<file path="src/sv/bpcg_pkg.sv">
// ----------------------------------------------------------------------------
// bpcg_pkg
// shared types and constants of the baseline phasor channel generator
// ----------------------------------------------------------------------------
package bpcg_pkg;

    localparam int MAX_CHANNELS = 64;
    localparam int CNT_W        = 7;
    localparam int CH_W         = 6;
    localparam int PH_W         = 32;
    localparam int N_W          = 31;
    localparam int ACC_W        = 64;
    localparam int DIVIDEND_W   = 57;

    typedef struct packed {
        logic signed [PH_W-1:0] left_re;
        logic signed [PH_W-1:0] left_im;
        logic signed [PH_W-1:0] right_re;
        logic signed [PH_W-1:0] right_im;
        logic signed [PH_W-1:0] left_step_re;
        logic signed [PH_W-1:0] left_step_im;
        logic signed [PH_W-1:0] right_step_re;
        logic signed [PH_W-1:0] right_step_im;
        logic        [N_W-1:0]  n_cosine;
        logic        [CNT_W-1:0] channel_count;
    } in_t;

    typedef struct packed {
        logic signed [PH_W-1:0] out_re;
        logic signed [PH_W-1:0] out_im;
        logic        [CH_W-1:0] channel_index;
        logic                   last;
    } out_t;

    // control for one product term going into the accumulator
    typedef struct packed {
        logic valid;
        logic to_im;
        logic init;
        logic neg;
        logic half;
    } term_t;

endpackage

</file>
<file path="src/sv/bpcg_mac.sv">
// ----------------------------------------------------------------------------
// bpcg_mac
// shared 32x32 signed multiplier with a registered product and two 64 bit
// accumulators for the real and imaginary sums
// ----------------------------------------------------------------------------
module bpcg_mac
(
    input  logic                                   clk,
    input  logic                                   rst_n,
    input  bpcg_pkg::term_t                        term,
    input  logic signed [bpcg_pkg::PH_W-1:0]       op_a,
    input  logic signed [bpcg_pkg::PH_W-1:0]       op_b,
    output logic signed [bpcg_pkg::ACC_W-1:0]      acc_re,
    output logic signed [bpcg_pkg::ACC_W-1:0]      acc_im
);
    import bpcg_pkg::*;

    term_t                    tag_reg;
    logic signed [ACC_W-1:0]  prod_reg;
    logic signed [ACC_W-1:0]  acc_re_reg;
    logic signed [ACC_W-1:0]  acc_im_reg;
    logic signed [ACC_W-1:0]  term_val;
    logic signed [ACC_W-1:0]  prod_neg;

    always_ff @(posedge clk or negedge rst_n)
    begin
        if (!rst_n)
        begin
            tag_reg <= '0;
        end
        else
        begin
            tag_reg <= term;
        end
    end

    always_ff @(posedge clk)
    begin
        prod_reg <= ACC_W'(op_a * op_b);
    end

    // halving is a floor shift, taken after the optional negation
    always_comb
    begin
        prod_neg = -prod_reg;
        if (tag_reg.half)
        begin
            term_val = tag_reg.neg ? (prod_neg >>> 1) : (prod_reg >>> 1);
        end
        else
        begin
            term_val = tag_reg.neg ? prod_neg : prod_reg;
        end
    end

    always_ff @(posedge clk)
    begin
        if (tag_reg.valid)
        begin
            if (tag_reg.to_im)
            begin
                acc_im_reg <= tag_reg.init ? term_val : acc_im_reg + term_val;
            end
            else
            begin
                acc_re_reg <= tag_reg.init ? term_val : acc_re_reg + term_val;
            end
        end
    end

    assign acc_re = acc_re_reg;
    assign acc_im = acc_im_reg;

endmodule

</file>
<file path="src/sv/bpcg_div.sv">
// ----------------------------------------------------------------------------
// bpcg_div
// restoring divider, one quotient bit a cycle; flags a quotient of 2^32 or
// more and otherwise gives the 32 bit quotient
// ----------------------------------------------------------------------------
module bpcg_div
(
    input  logic                                 clk,
    input  logic                                 rst_n,
    input  logic                                 start,
    input  logic [bpcg_pkg::DIVIDEND_W-1:0]      dividend,
    input  logic [bpcg_pkg::N_W-1:0]             divisor,
    output logic                                 done,
    output logic                                 ovf,
    output logic [bpcg_pkg::PH_W-1:0]            quo
);
    import bpcg_pkg::*;

    localparam int STEPS = PH_W;

    logic              busy_reg;
    logic              done_reg;
    logic [5:0]        cnt_reg;
    logic [PH_W-1:0]   rem_reg;
    logic [PH_W-1:0]   lo_reg;
    logic [PH_W-1:0]   quo_reg;
    logic              ovf_reg;
    logic [PH_W-1:0]   trial;
    logic [PH_W-1:0]   div_ext;
    logic              ge;

    assign div_ext = {1'b0, divisor};
    assign trial   = {rem_reg[PH_W-2:0], lo_reg[PH_W-1]};
    assign ge      = (trial >= div_ext);

    always_ff @(posedge clk or negedge rst_n)
    begin
        if (!rst_n)
        begin
            busy_reg <= 1'b0;
            done_reg <= 1'b0;
            cnt_reg  <= '0;
        end
        else
        begin
            done_reg <= 1'b0;
            if (start)
            begin
                busy_reg <= 1'b1;
                cnt_reg  <= '0;
            end
            else if (busy_reg)
            begin
                cnt_reg <= cnt_reg + 6'd1;
                if (cnt_reg == 6'(STEPS))
                begin
                    busy_reg <= 1'b0;
                    done_reg <= 1'b1;
                end
            end
        end
    end

    // first busy cycle only checks the upper part against the divisor
    always_ff @(posedge clk)
    begin
        if (start)
        begin
            rem_reg <= {{(2*PH_W-DIVIDEND_W){1'b0}}, dividend[DIVIDEND_W-1:PH_W]};
            lo_reg  <= dividend[PH_W-1:0];
        end
        else if (busy_reg)
        begin
            if (cnt_reg == 6'd0)
            begin
                ovf_reg <= (rem_reg >= div_ext);
            end
            else
            begin
                rem_reg <= ge ? (trial - div_ext) : trial;
                lo_reg  <= {lo_reg[PH_W-2:0], 1'b0};
                quo_reg <= {quo_reg[PH_W-2:0], ge};
            end
        end
    end

    assign done = done_reg;
    assign ovf  = ovf_reg;
    assign quo  = quo_reg;

endmodule

</file>
<file path="src/sv/baseline_phasor_channel_generator_unit.sv">
// ----------------------------------------------------------------------------
// baseline_phasor_channel_generator_unit
// one visibility per frequency channel from two station phasors and steps
// ----------------------------------------------------------------------------
// Takes one item at a time and produces channel_count results (clamped to 1 to
// 64; a count of 0 gives one result). Channel 0 is formed from a four-term
// complex product on the shared multiplier, then two divisions by n (real,
// then imaginary) on the bit-serial divider (load, overflow check, 32 quotient
// bits, done), then the step phasor product and its rounding (skipped for a
// single channel) and the load of the output register. Each further channel
// needs one complex product on the shared multiplier, a rounding step and an
// output step. A result that is still waiting in the output register holds
// the sequencer until it is taken. req_ready is high only between items; the
// last result may still wait in the output register while the next item is
// taken.
module baseline_phasor_channel_generator_unit
(
    input  logic            clk,
    input  logic            rst_n,
    input  logic            req_valid,
    output logic            req_ready,
    input  bpcg_pkg::in_t   req,
    output logic            rsp_valid,
    input  logic            rsp_ready,
    output bpcg_pkg::out_t  rsp
);
    import bpcg_pkg::*;

    localparam logic [2:0] S_IDLE  = 3'd0;
    localparam logic [2:0] S_MUL   = 3'd1;
    localparam logic [2:0] S_DLOAD = 3'd2;
    localparam logic [2:0] S_DIV   = 3'd3;
    localparam logic [2:0] S_SRND  = 3'd4;
    localparam logic [2:0] S_CRND  = 3'd5;
    localparam logic [2:0] S_OUT   = 3'd6;

    localparam logic [1:0] OP_STN = 2'd0;
    localparam logic [1:0] OP_STP = 2'd1;
    localparam logic [1:0] OP_CHN = 2'd2;

    localparam logic [2:0] TERMS = 3'd4;

    localparam logic signed [PH_W-1:0] SAT_MAX = {1'b0, {(PH_W-1){1'b1}}};
    localparam logic signed [PH_W-1:0] SAT_MIN = {1'b1, {(PH_W-1){1'b0}}};

    logic [2:0]              state_reg, state_next;
    logic [2:0]              mstep_reg, mstep_next;
    logic                    out_valid_reg, out_valid_next;
    logic [1:0]              op_reg, op_next;
    logic                    comp_reg, comp_next;
    logic                    sign_reg, sign_next;
    in_t                     in_reg, in_next;
    logic [N_W-1:0]          n_reg, n_next;
    logic [CH_W-1:0]         k_reg, k_next;
    logic [CH_W-1:0]         kmax_reg, kmax_next;
    logic signed [PH_W-1:0]  v_re_reg, v_re_next;
    logic signed [PH_W-1:0]  v_im_reg, v_im_next;
    logic signed [PH_W-1:0]  d_re_reg, d_re_next;
    logic signed [PH_W-1:0]  d_im_reg, d_im_next;
    out_t                    out_reg, out_next;

    term_t                   term;
    logic signed [PH_W-1:0]  op_a, op_b;
    logic signed [ACC_W-1:0] acc_re, acc_im;
    logic                    div_start;
    logic [DIVIDEND_W-1:0]   dividend;
    logic                    div_done, div_ovf;
    logic [PH_W-1:0]         div_quo;
    logic signed [PH_W-1:0]  div_res;
    logic signed [ACC_W-1:0] div_sel;
    logic [ACC_W-1:0]        div_mag;
    logic [ACC_W-1:0]        div_sum;
    logic                    out_free;

    // rounding of a product sum to nearest, ties away from zero, with saturation
    function automatic logic signed [PH_W-1:0] round_chan(input logic signed [ACC_W-1:0] x);
        logic [ACC_W-1:0] mag;
        logic [ACC_W-1:0] sum;
        logic [36:0]      q;
        logic             big;
        begin
            mag = x[ACC_W-1] ? ACC_W'(-x) : ACC_W'(x);
            sum = mag + (ACC_W'(1) << 26);
            q   = sum[63:27];
            if (x[ACC_W-1])
            begin
                big = (|q[36:32]) || (q[31] && (|q[30:0]));
                round_chan = big ? SAT_MIN : PH_W'(-q[31:0]);
            end
            else
            begin
                big = |q[36:31];
                round_chan = big ? SAT_MAX : PH_W'(q[31:0]);
            end
        end
    endfunction

    // step phasor to Q5.27; magnitude never exceeds 2^30 so no saturation
    function automatic logic signed [PH_W-1:0] round_step(input logic signed [ACC_W-1:0] x);
        logic [ACC_W-1:0] mag;
        logic [ACC_W-1:0] sum;
        logic [PH_W-1:0]  q;
        begin
            mag = x[ACC_W-1] ? ACC_W'(-x) : ACC_W'(x);
            sum = mag + (ACC_W'(1) << 31);
            q   = sum[63:32];
            round_step = x[ACC_W-1] ? PH_W'(-q) : PH_W'(q);
        end
    endfunction

    bpcg_mac u_mac
    (
        .clk    (clk),
        .rst_n  (rst_n),
        .term   (term),
        .op_a   (op_a),
        .op_b   (op_b),
        .acc_re (acc_re),
        .acc_im (acc_im)
    );

    bpcg_div u_div
    (
        .clk      (clk),
        .rst_n    (rst_n),
        .start    (div_start),
        .dividend (dividend),
        .divisor  (n_reg),
        .done     (div_done),
        .ovf      (div_ovf),
        .quo      (div_quo)
    );

    // term sequencing: conjugate product for the phasors, plain for channels
    always_comb
    begin
        logic               conj;
        logic signed [PH_W-1:0] ar, ai, br, bi;
        conj = (op_reg != OP_CHN);
        case (op_reg)
            OP_STN:
            begin
                ar = in_reg.right_re;  ai = in_reg.right_im;
                br = in_reg.left_re;   bi = in_reg.left_im;
            end
            OP_STP:
            begin
                ar = in_reg.right_step_re;  ai = in_reg.right_step_im;
                br = in_reg.left_step_re;   bi = in_reg.left_step_im;
            end
            default:
            begin
                ar = v_re_reg;  ai = v_im_reg;
                br = d_re_reg;  bi = d_im_reg;
            end
        endcase
        term.valid = (state_reg == S_MUL) && (mstep_reg < TERMS);
        term.half  = conj;
        case (mstep_reg[1:0])
            2'd0:
            begin
                op_a = ar;  op_b = br;
                term.to_im = 1'b0;  term.init = 1'b1;  term.neg = 1'b0;
            end
            2'd1:
            begin
                op_a = ai;  op_b = bi;
                term.to_im = 1'b0;  term.init = 1'b0;  term.neg = !conj;
            end
            2'd2:
            begin
                op_a = conj ? ai : ar;  op_b = conj ? br : bi;
                term.to_im = 1'b1;  term.init = 1'b1;  term.neg = 1'b0;
            end
            default:
            begin
                op_a = conj ? ar : ai;  op_b = conj ? bi : br;
                term.to_im = 1'b1;  term.init = 1'b0;  term.neg = conj;
            end
        endcase
    end

    // dividend is (|S| + 32n) >> 6, so the divide by 64n rounds to nearest
    assign div_sel   = comp_reg ? acc_im : acc_re;
    assign div_mag   = div_sel[ACC_W-1] ? ACC_W'(-div_sel) : ACC_W'(div_sel);
    assign div_sum   = div_mag + {{(ACC_W-N_W-5){1'b0}}, n_reg, 5'b0};
    assign dividend  = div_sum[DIVIDEND_W+5:6];
    assign div_start = (state_reg == S_DLOAD);

    always_comb
    begin
        if (sign_reg)
        begin
            div_res = (div_ovf || (div_quo[PH_W-1] && (|div_quo[PH_W-2:0])))
                      ? SAT_MIN : PH_W'(-div_quo);
        end
        else
        begin
            div_res = (div_ovf || div_quo[PH_W-1]) ? SAT_MAX : PH_W'(div_quo);
        end
    end

    assign out_free = !out_valid_reg || rsp_ready;

    always_comb
    begin
        state_next     = state_reg;
        mstep_next     = mstep_reg;
        out_valid_next = out_valid_reg;
        op_next        = op_reg;
        comp_next      = comp_reg;
        sign_next      = sign_reg;
        in_next        = in_reg;
        n_next         = n_reg;
        k_next         = k_reg;
        kmax_next      = kmax_reg;
        v_re_next      = v_re_reg;
        v_im_next      = v_im_reg;
        d_re_next      = d_re_reg;
        d_im_next      = d_im_reg;
        out_next       = out_reg;

        if (out_valid_reg && rsp_ready)
        begin
            out_valid_next = 1'b0;
        end

        case (state_reg)
            S_IDLE:
            begin
                if (req_valid)
                begin
                    in_next    = req;
                    n_next     = (req.n_cosine == '0) ? N_W'(1) : req.n_cosine;
                    if (req.channel_count == '0)
                    begin
                        kmax_next = '0;
                    end
                    else if (req.channel_count > CNT_W'(MAX_CHANNELS))
                    begin
                        kmax_next = CH_W'(MAX_CHANNELS - 1);
                    end
                    else
                    begin
                        kmax_next = CH_W'(req.channel_count - CNT_W'(1));
                    end
                    k_next     = '0;
                    op_next    = OP_STN;
                    mstep_next = '0;
                    state_next = S_MUL;
                end
            end
            S_MUL:
            begin
                mstep_next = mstep_reg + 3'd1;
                if (mstep_reg == TERMS)
                begin
                    mstep_next = '0;
                    case (op_reg)
                        OP_STN:
                        begin
                            comp_next  = 1'b0;
                            state_next = S_DLOAD;
                        end
                        OP_STP:  state_next = S_SRND;
                        default: state_next = S_CRND;
                    endcase
                end
            end
            S_DLOAD:
            begin
                sign_next  = div_sel[ACC_W-1];
                state_next = S_DIV;
            end
            S_DIV:
            begin
                if (div_done)
                begin
                    if (!comp_reg)
                    begin
                        v_re_next  = div_res;
                        comp_next  = 1'b1;
                        state_next = S_DLOAD;
                    end
                    else
                    begin
                        v_im_next = div_res;
                        if (kmax_reg != '0)
                        begin
                            op_next    = OP_STP;
                            state_next = S_MUL;
                        end
                        else
                        begin
                            state_next = S_OUT;
                        end
                    end
                end
            end
            S_SRND:
            begin
                d_re_next  = round_step(acc_re);
                d_im_next  = round_step(acc_im);
                state_next = S_OUT;
            end
            S_CRND:
            begin
                v_re_next  = round_chan(acc_re);
                v_im_next  = round_chan(acc_im);
                state_next = S_OUT;
            end
            S_OUT:
            begin
                if (out_free)
                begin
                    out_valid_next         = 1'b1;
                    out_next.out_re        = v_re_reg;
                    out_next.out_im        = v_im_reg;
                    out_next.channel_index = k_reg;
                    out_next.last          = (k_reg == kmax_reg);
                    if (k_reg == kmax_reg)
                    begin
                        state_next = S_IDLE;
                    end
                    else
                    begin
                        k_next     = k_reg + CH_W'(1);
                        op_next    = OP_CHN;
                        state_next = S_MUL;
                    end
                end
            end
            default:
            begin
                state_next = S_IDLE;
            end
        endcase
    end

    always_ff @(posedge clk or negedge rst_n)
    begin
        if (!rst_n)
        begin
            state_reg     <= S_IDLE;
            mstep_reg     <= '0;
            out_valid_reg <= 1'b0;
        end
        else
        begin
            state_reg     <= state_next;
            mstep_reg     <= mstep_next;
            out_valid_reg <= out_valid_next;
        end
    end

    always_ff @(posedge clk)
    begin
        op_reg   <= op_next;
        comp_reg <= comp_next;
        sign_reg <= sign_next;
        in_reg   <= in_next;
        n_reg    <= n_next;
        k_reg    <= k_next;
        kmax_reg <= kmax_next;
        v_re_reg <= v_re_next;
        v_im_reg <= v_im_next;
        d_re_reg <= d_re_next;
        d_im_reg <= d_im_next;
        out_reg  <= out_next;
    end

    assign req_ready = (state_reg == S_IDLE);
    assign rsp_valid = out_valid_reg;
    assign rsp       = out_reg;

endmodule
</file>
<file path="config.mk">
export PLATFORM = sky130hd
export DESIGN_NAME = baseline_phasor_channel_generator_unit
export DESIGN_NICKNAME = d
export VERILOG_FILES = /design/src/sv/bpcg_pkg.sv /design/src/sv/bpcg_mac.sv /design/src/sv/bpcg_div.sv /design/src/sv/baseline_phasor_channel_generator_unit.sv
export SDC_FILE = /design/constraint.sdc
export NUM_CORES = 2
export LEC_CHECK = 0
export ABC_AREA = 1
export BUFFER_PORTS_ARGS = -buffer_cell sky130_fd_sc_hd__buf_2
export CAP_MARGIN = 30
export CORE_AREA = 5 5 511 513
export CTS_BUF_LIST = sky130_fd_sc_hd__clkbuf_4
export DETAILED_ROUTE_END_ITERATION = 8
export DIE_AREA = 0 0 516 518
export PLACE_DENSITY = 0.58
export RECOVER_POWER = 50
export SETUP_SLACK_MARGIN = 0.02
export SYNTH_ARGS = -nofsm -noshare
export SYNTH_HDL_FRONTEND = slang
export SYNTH_HIERARCHICAL = 1
export SYNTH_SLANG_ARGS = --single-unit
</file>
<file path="constraint.sdc">
create_clock -name clk -period 25.5 [get_ports clk]
set_input_delay 6.375 -clock clk [delete_from_list [all_inputs] [get_ports clk]]
set_output_delay 6.375 -clock clk [all_outputs]
set_load 0.01 [all_outputs]
</file>
==> flow_metrics.tcl <==
set metrics [dict create \
    ant_nets 0 \
    post-route-util 0.445 \
    post-route-period-util 0.576 \
    layout_common_cells "nand2_1 (4,327), inv_1 (2,802), nor2_1 (1,257)" \
    htree_levels 4 \
    worstSetupEndpointType "flip-flop" \
    slew_headroom -1.59 \
    drv_cap 20 \
    crit_buf_inv 7 \
    clock_sinks 811 \
    clkTransAtPathRegs_ps 70 \
    largest_register_ffs 256 \
    die_x_um 516 \
    cts-root-buf "clkbuf_4" \
    finalSetupViolCount 0 \
    tns_ps 0 \
    rsz0062_at_grt "no" \
    syn_inst 14400 \
    globalRouteMet1Util 0.455 \
    layout_min_cycle_time_ps 14690 \
    hold_depth 0 \
    drt_first_pass_iters 6 \
    hold_violations 0 \
    ys_seq_area_frac 0.226 \
    wl_per_cell_um 23.3 \
    clk_latency_ps 1350 \
    outcome "finished, violations left" \
    crit_cells 29 \
    crit_type "flip-flop to flip-flop" \
    rows 186 \
    ios 371 \
    cts_made_buffers 238 \
    crit_family "buffers and inverters" \
    synth_warnings 6 \
    track_usage 0.311 \
    grt_pass1_wl_um 621000 \
    grt_pass1_vias 92400 \
    tightest_slew_ps 3890 \
    postCtsSetupBuffers 0 \
    ys.flop_type "edfxtp_1" \
    yosysUniqueCellTypes 71 \
    die_area_um2 267000 \
    syn2layout_area_growth_pct 8.96 \
    hpwl_um 351000 \
    cts_tree "yes" \
    overflow 0 \
    fin_nets 16500 \
    critPathMaxStageDelay_ps 2020 \
    vias 97700 \
    gp_congestion 1.06 \
    drtIter0Drc 10900 \
    cp_common_cell "fa_1" \
    cts_resized 0 \
    synth_top_area_cell "fa_1" \
    synth_top_area_share 0.208 \
    violations "capacitance limit, slew limit" \
    worstHoldPathType "flip-flop to flip-flop" \
    met2_usage 0.467 \
    postCtsHoldBufs 0 \
    coreArea_um2 256000 \
    fin_skew_ps 239 \
    yosys-top-cells-area "fa_1 (21%), edfxtp_1 (21%), nand2_1 (15%), inv_1 (10%), ha_1 (5.0%)" \
    cp_max_fo 56 \
    busiest_layer "met2" \
    initial_core_util 0.408 \
    layout_commonest_cell "nand2_1" \
    async_flop_share 0.0247 \
    port_buffers 370 \
    syn-cell-area_um2 104000 \
    cp.arrival_ps 15730 \
    max_freq_mhz 68.1 \
    dieHeight_um 518 \
    syn-num-nets 16200 \
    synth_edf_count 720 \
    maxSlewViolCount 876 \
    postSynthAreaPerCell_um2 7.25 \
    grt_antenna_before_repair 28 \
    vias_per_cell 5.35 \
    synth_seq_cells 811 \
    crit_required_ps 26540 \
    r2r_cells 29 \
    drt_wl_total_um 426000 \
    layout-drive-gt1-share 0.0905 \
    crit_path_start_kind "flip-flop" \
    post-route-drc-count 0 \
    grt.met3_usage 0.0486 \
    slowest_stage "clkinvlp_2" \
    grt_max_degree 167 \
    cts_buffer_depth 4 \
]
layer usage:
layer / up-vias / share of wire / wire length, um
met3: 676 / 0.088 / 37500
met2: 4612 / 0.42 / 180000
met1: 47200 / 0.44 / 189000
li1: 45200 / - / -
met5: - / 0.00027 / 117
met4: 18 / 0.045 / 19300
cell type report:
cell class | count | area [um2]
fillers | 26500 | 142000
multi-input cells | 10300 | 69400
flip-flops and latches | 811 | 23500
inverters | 2857 | 10700
well taps | 3384 | 4230
repair buffers | 484 | 2640
clock buffers | 344 | 2580
clock inverters | 73 | 488
diodes | 25 | 62.6
worst paths after layout:
path	from	endpoint	slack (ps)
worst min-delay path	v_im_reg[15]	rsp[22]	460
worst max-delay path	op_reg[1]	u_mac/prod_reg[57]	10810
worst min register to register	v_im_reg[15]	rsp[22]	460
max in group asynchronous	rst_n	u_mac/tag_reg[2]	19020
worst max register to register	op_reg[1]	u_mac/prod_reg[57]	10810
min in group asynchronous	rst_n	u_div/cnt_reg[1]	5380
kinds of logic after synthesis:
group,synth area share
fa+ha+maj,0.259
simple gates,0.293
flops,0.226
xor+xnor,0.0317
compound gates,0.0706
buf+inv,0.120
per-stage QoR:
step	setup slack, ps	cells	hold slack [ps]	area (um2)
after detailed placement	14810	17800	442	111000
after global placement	14900	17800	443	111000
after floorplan	6050	14400	424	104000
final	10810	18300	462	114000
after global routing	10350	18300	478	114000
after CTS	14560	18200	459	114000
cells in the mapped netlist (68+ instances only):
library cell,n
nand2_1,4308
inv_1,2804
nor2_1,1250
fa_1,1086
nand3_1,755
edfxtp_1,720
ha_1,421
o21ai_0,404
a21oi_1,383
clkbuf_1,337
xor2_1,274
nand4_1,155
nand2_2,123
nor2_2,119
xnor2_1,91
nor3_1,89
nand3b_1,82
o22ai_1,81
dfxtp_1,71
o21bai_1,68
Power is not shown: default switching activity piles up to over one toggle a cycle in this logic, so the estimate is an artifact.
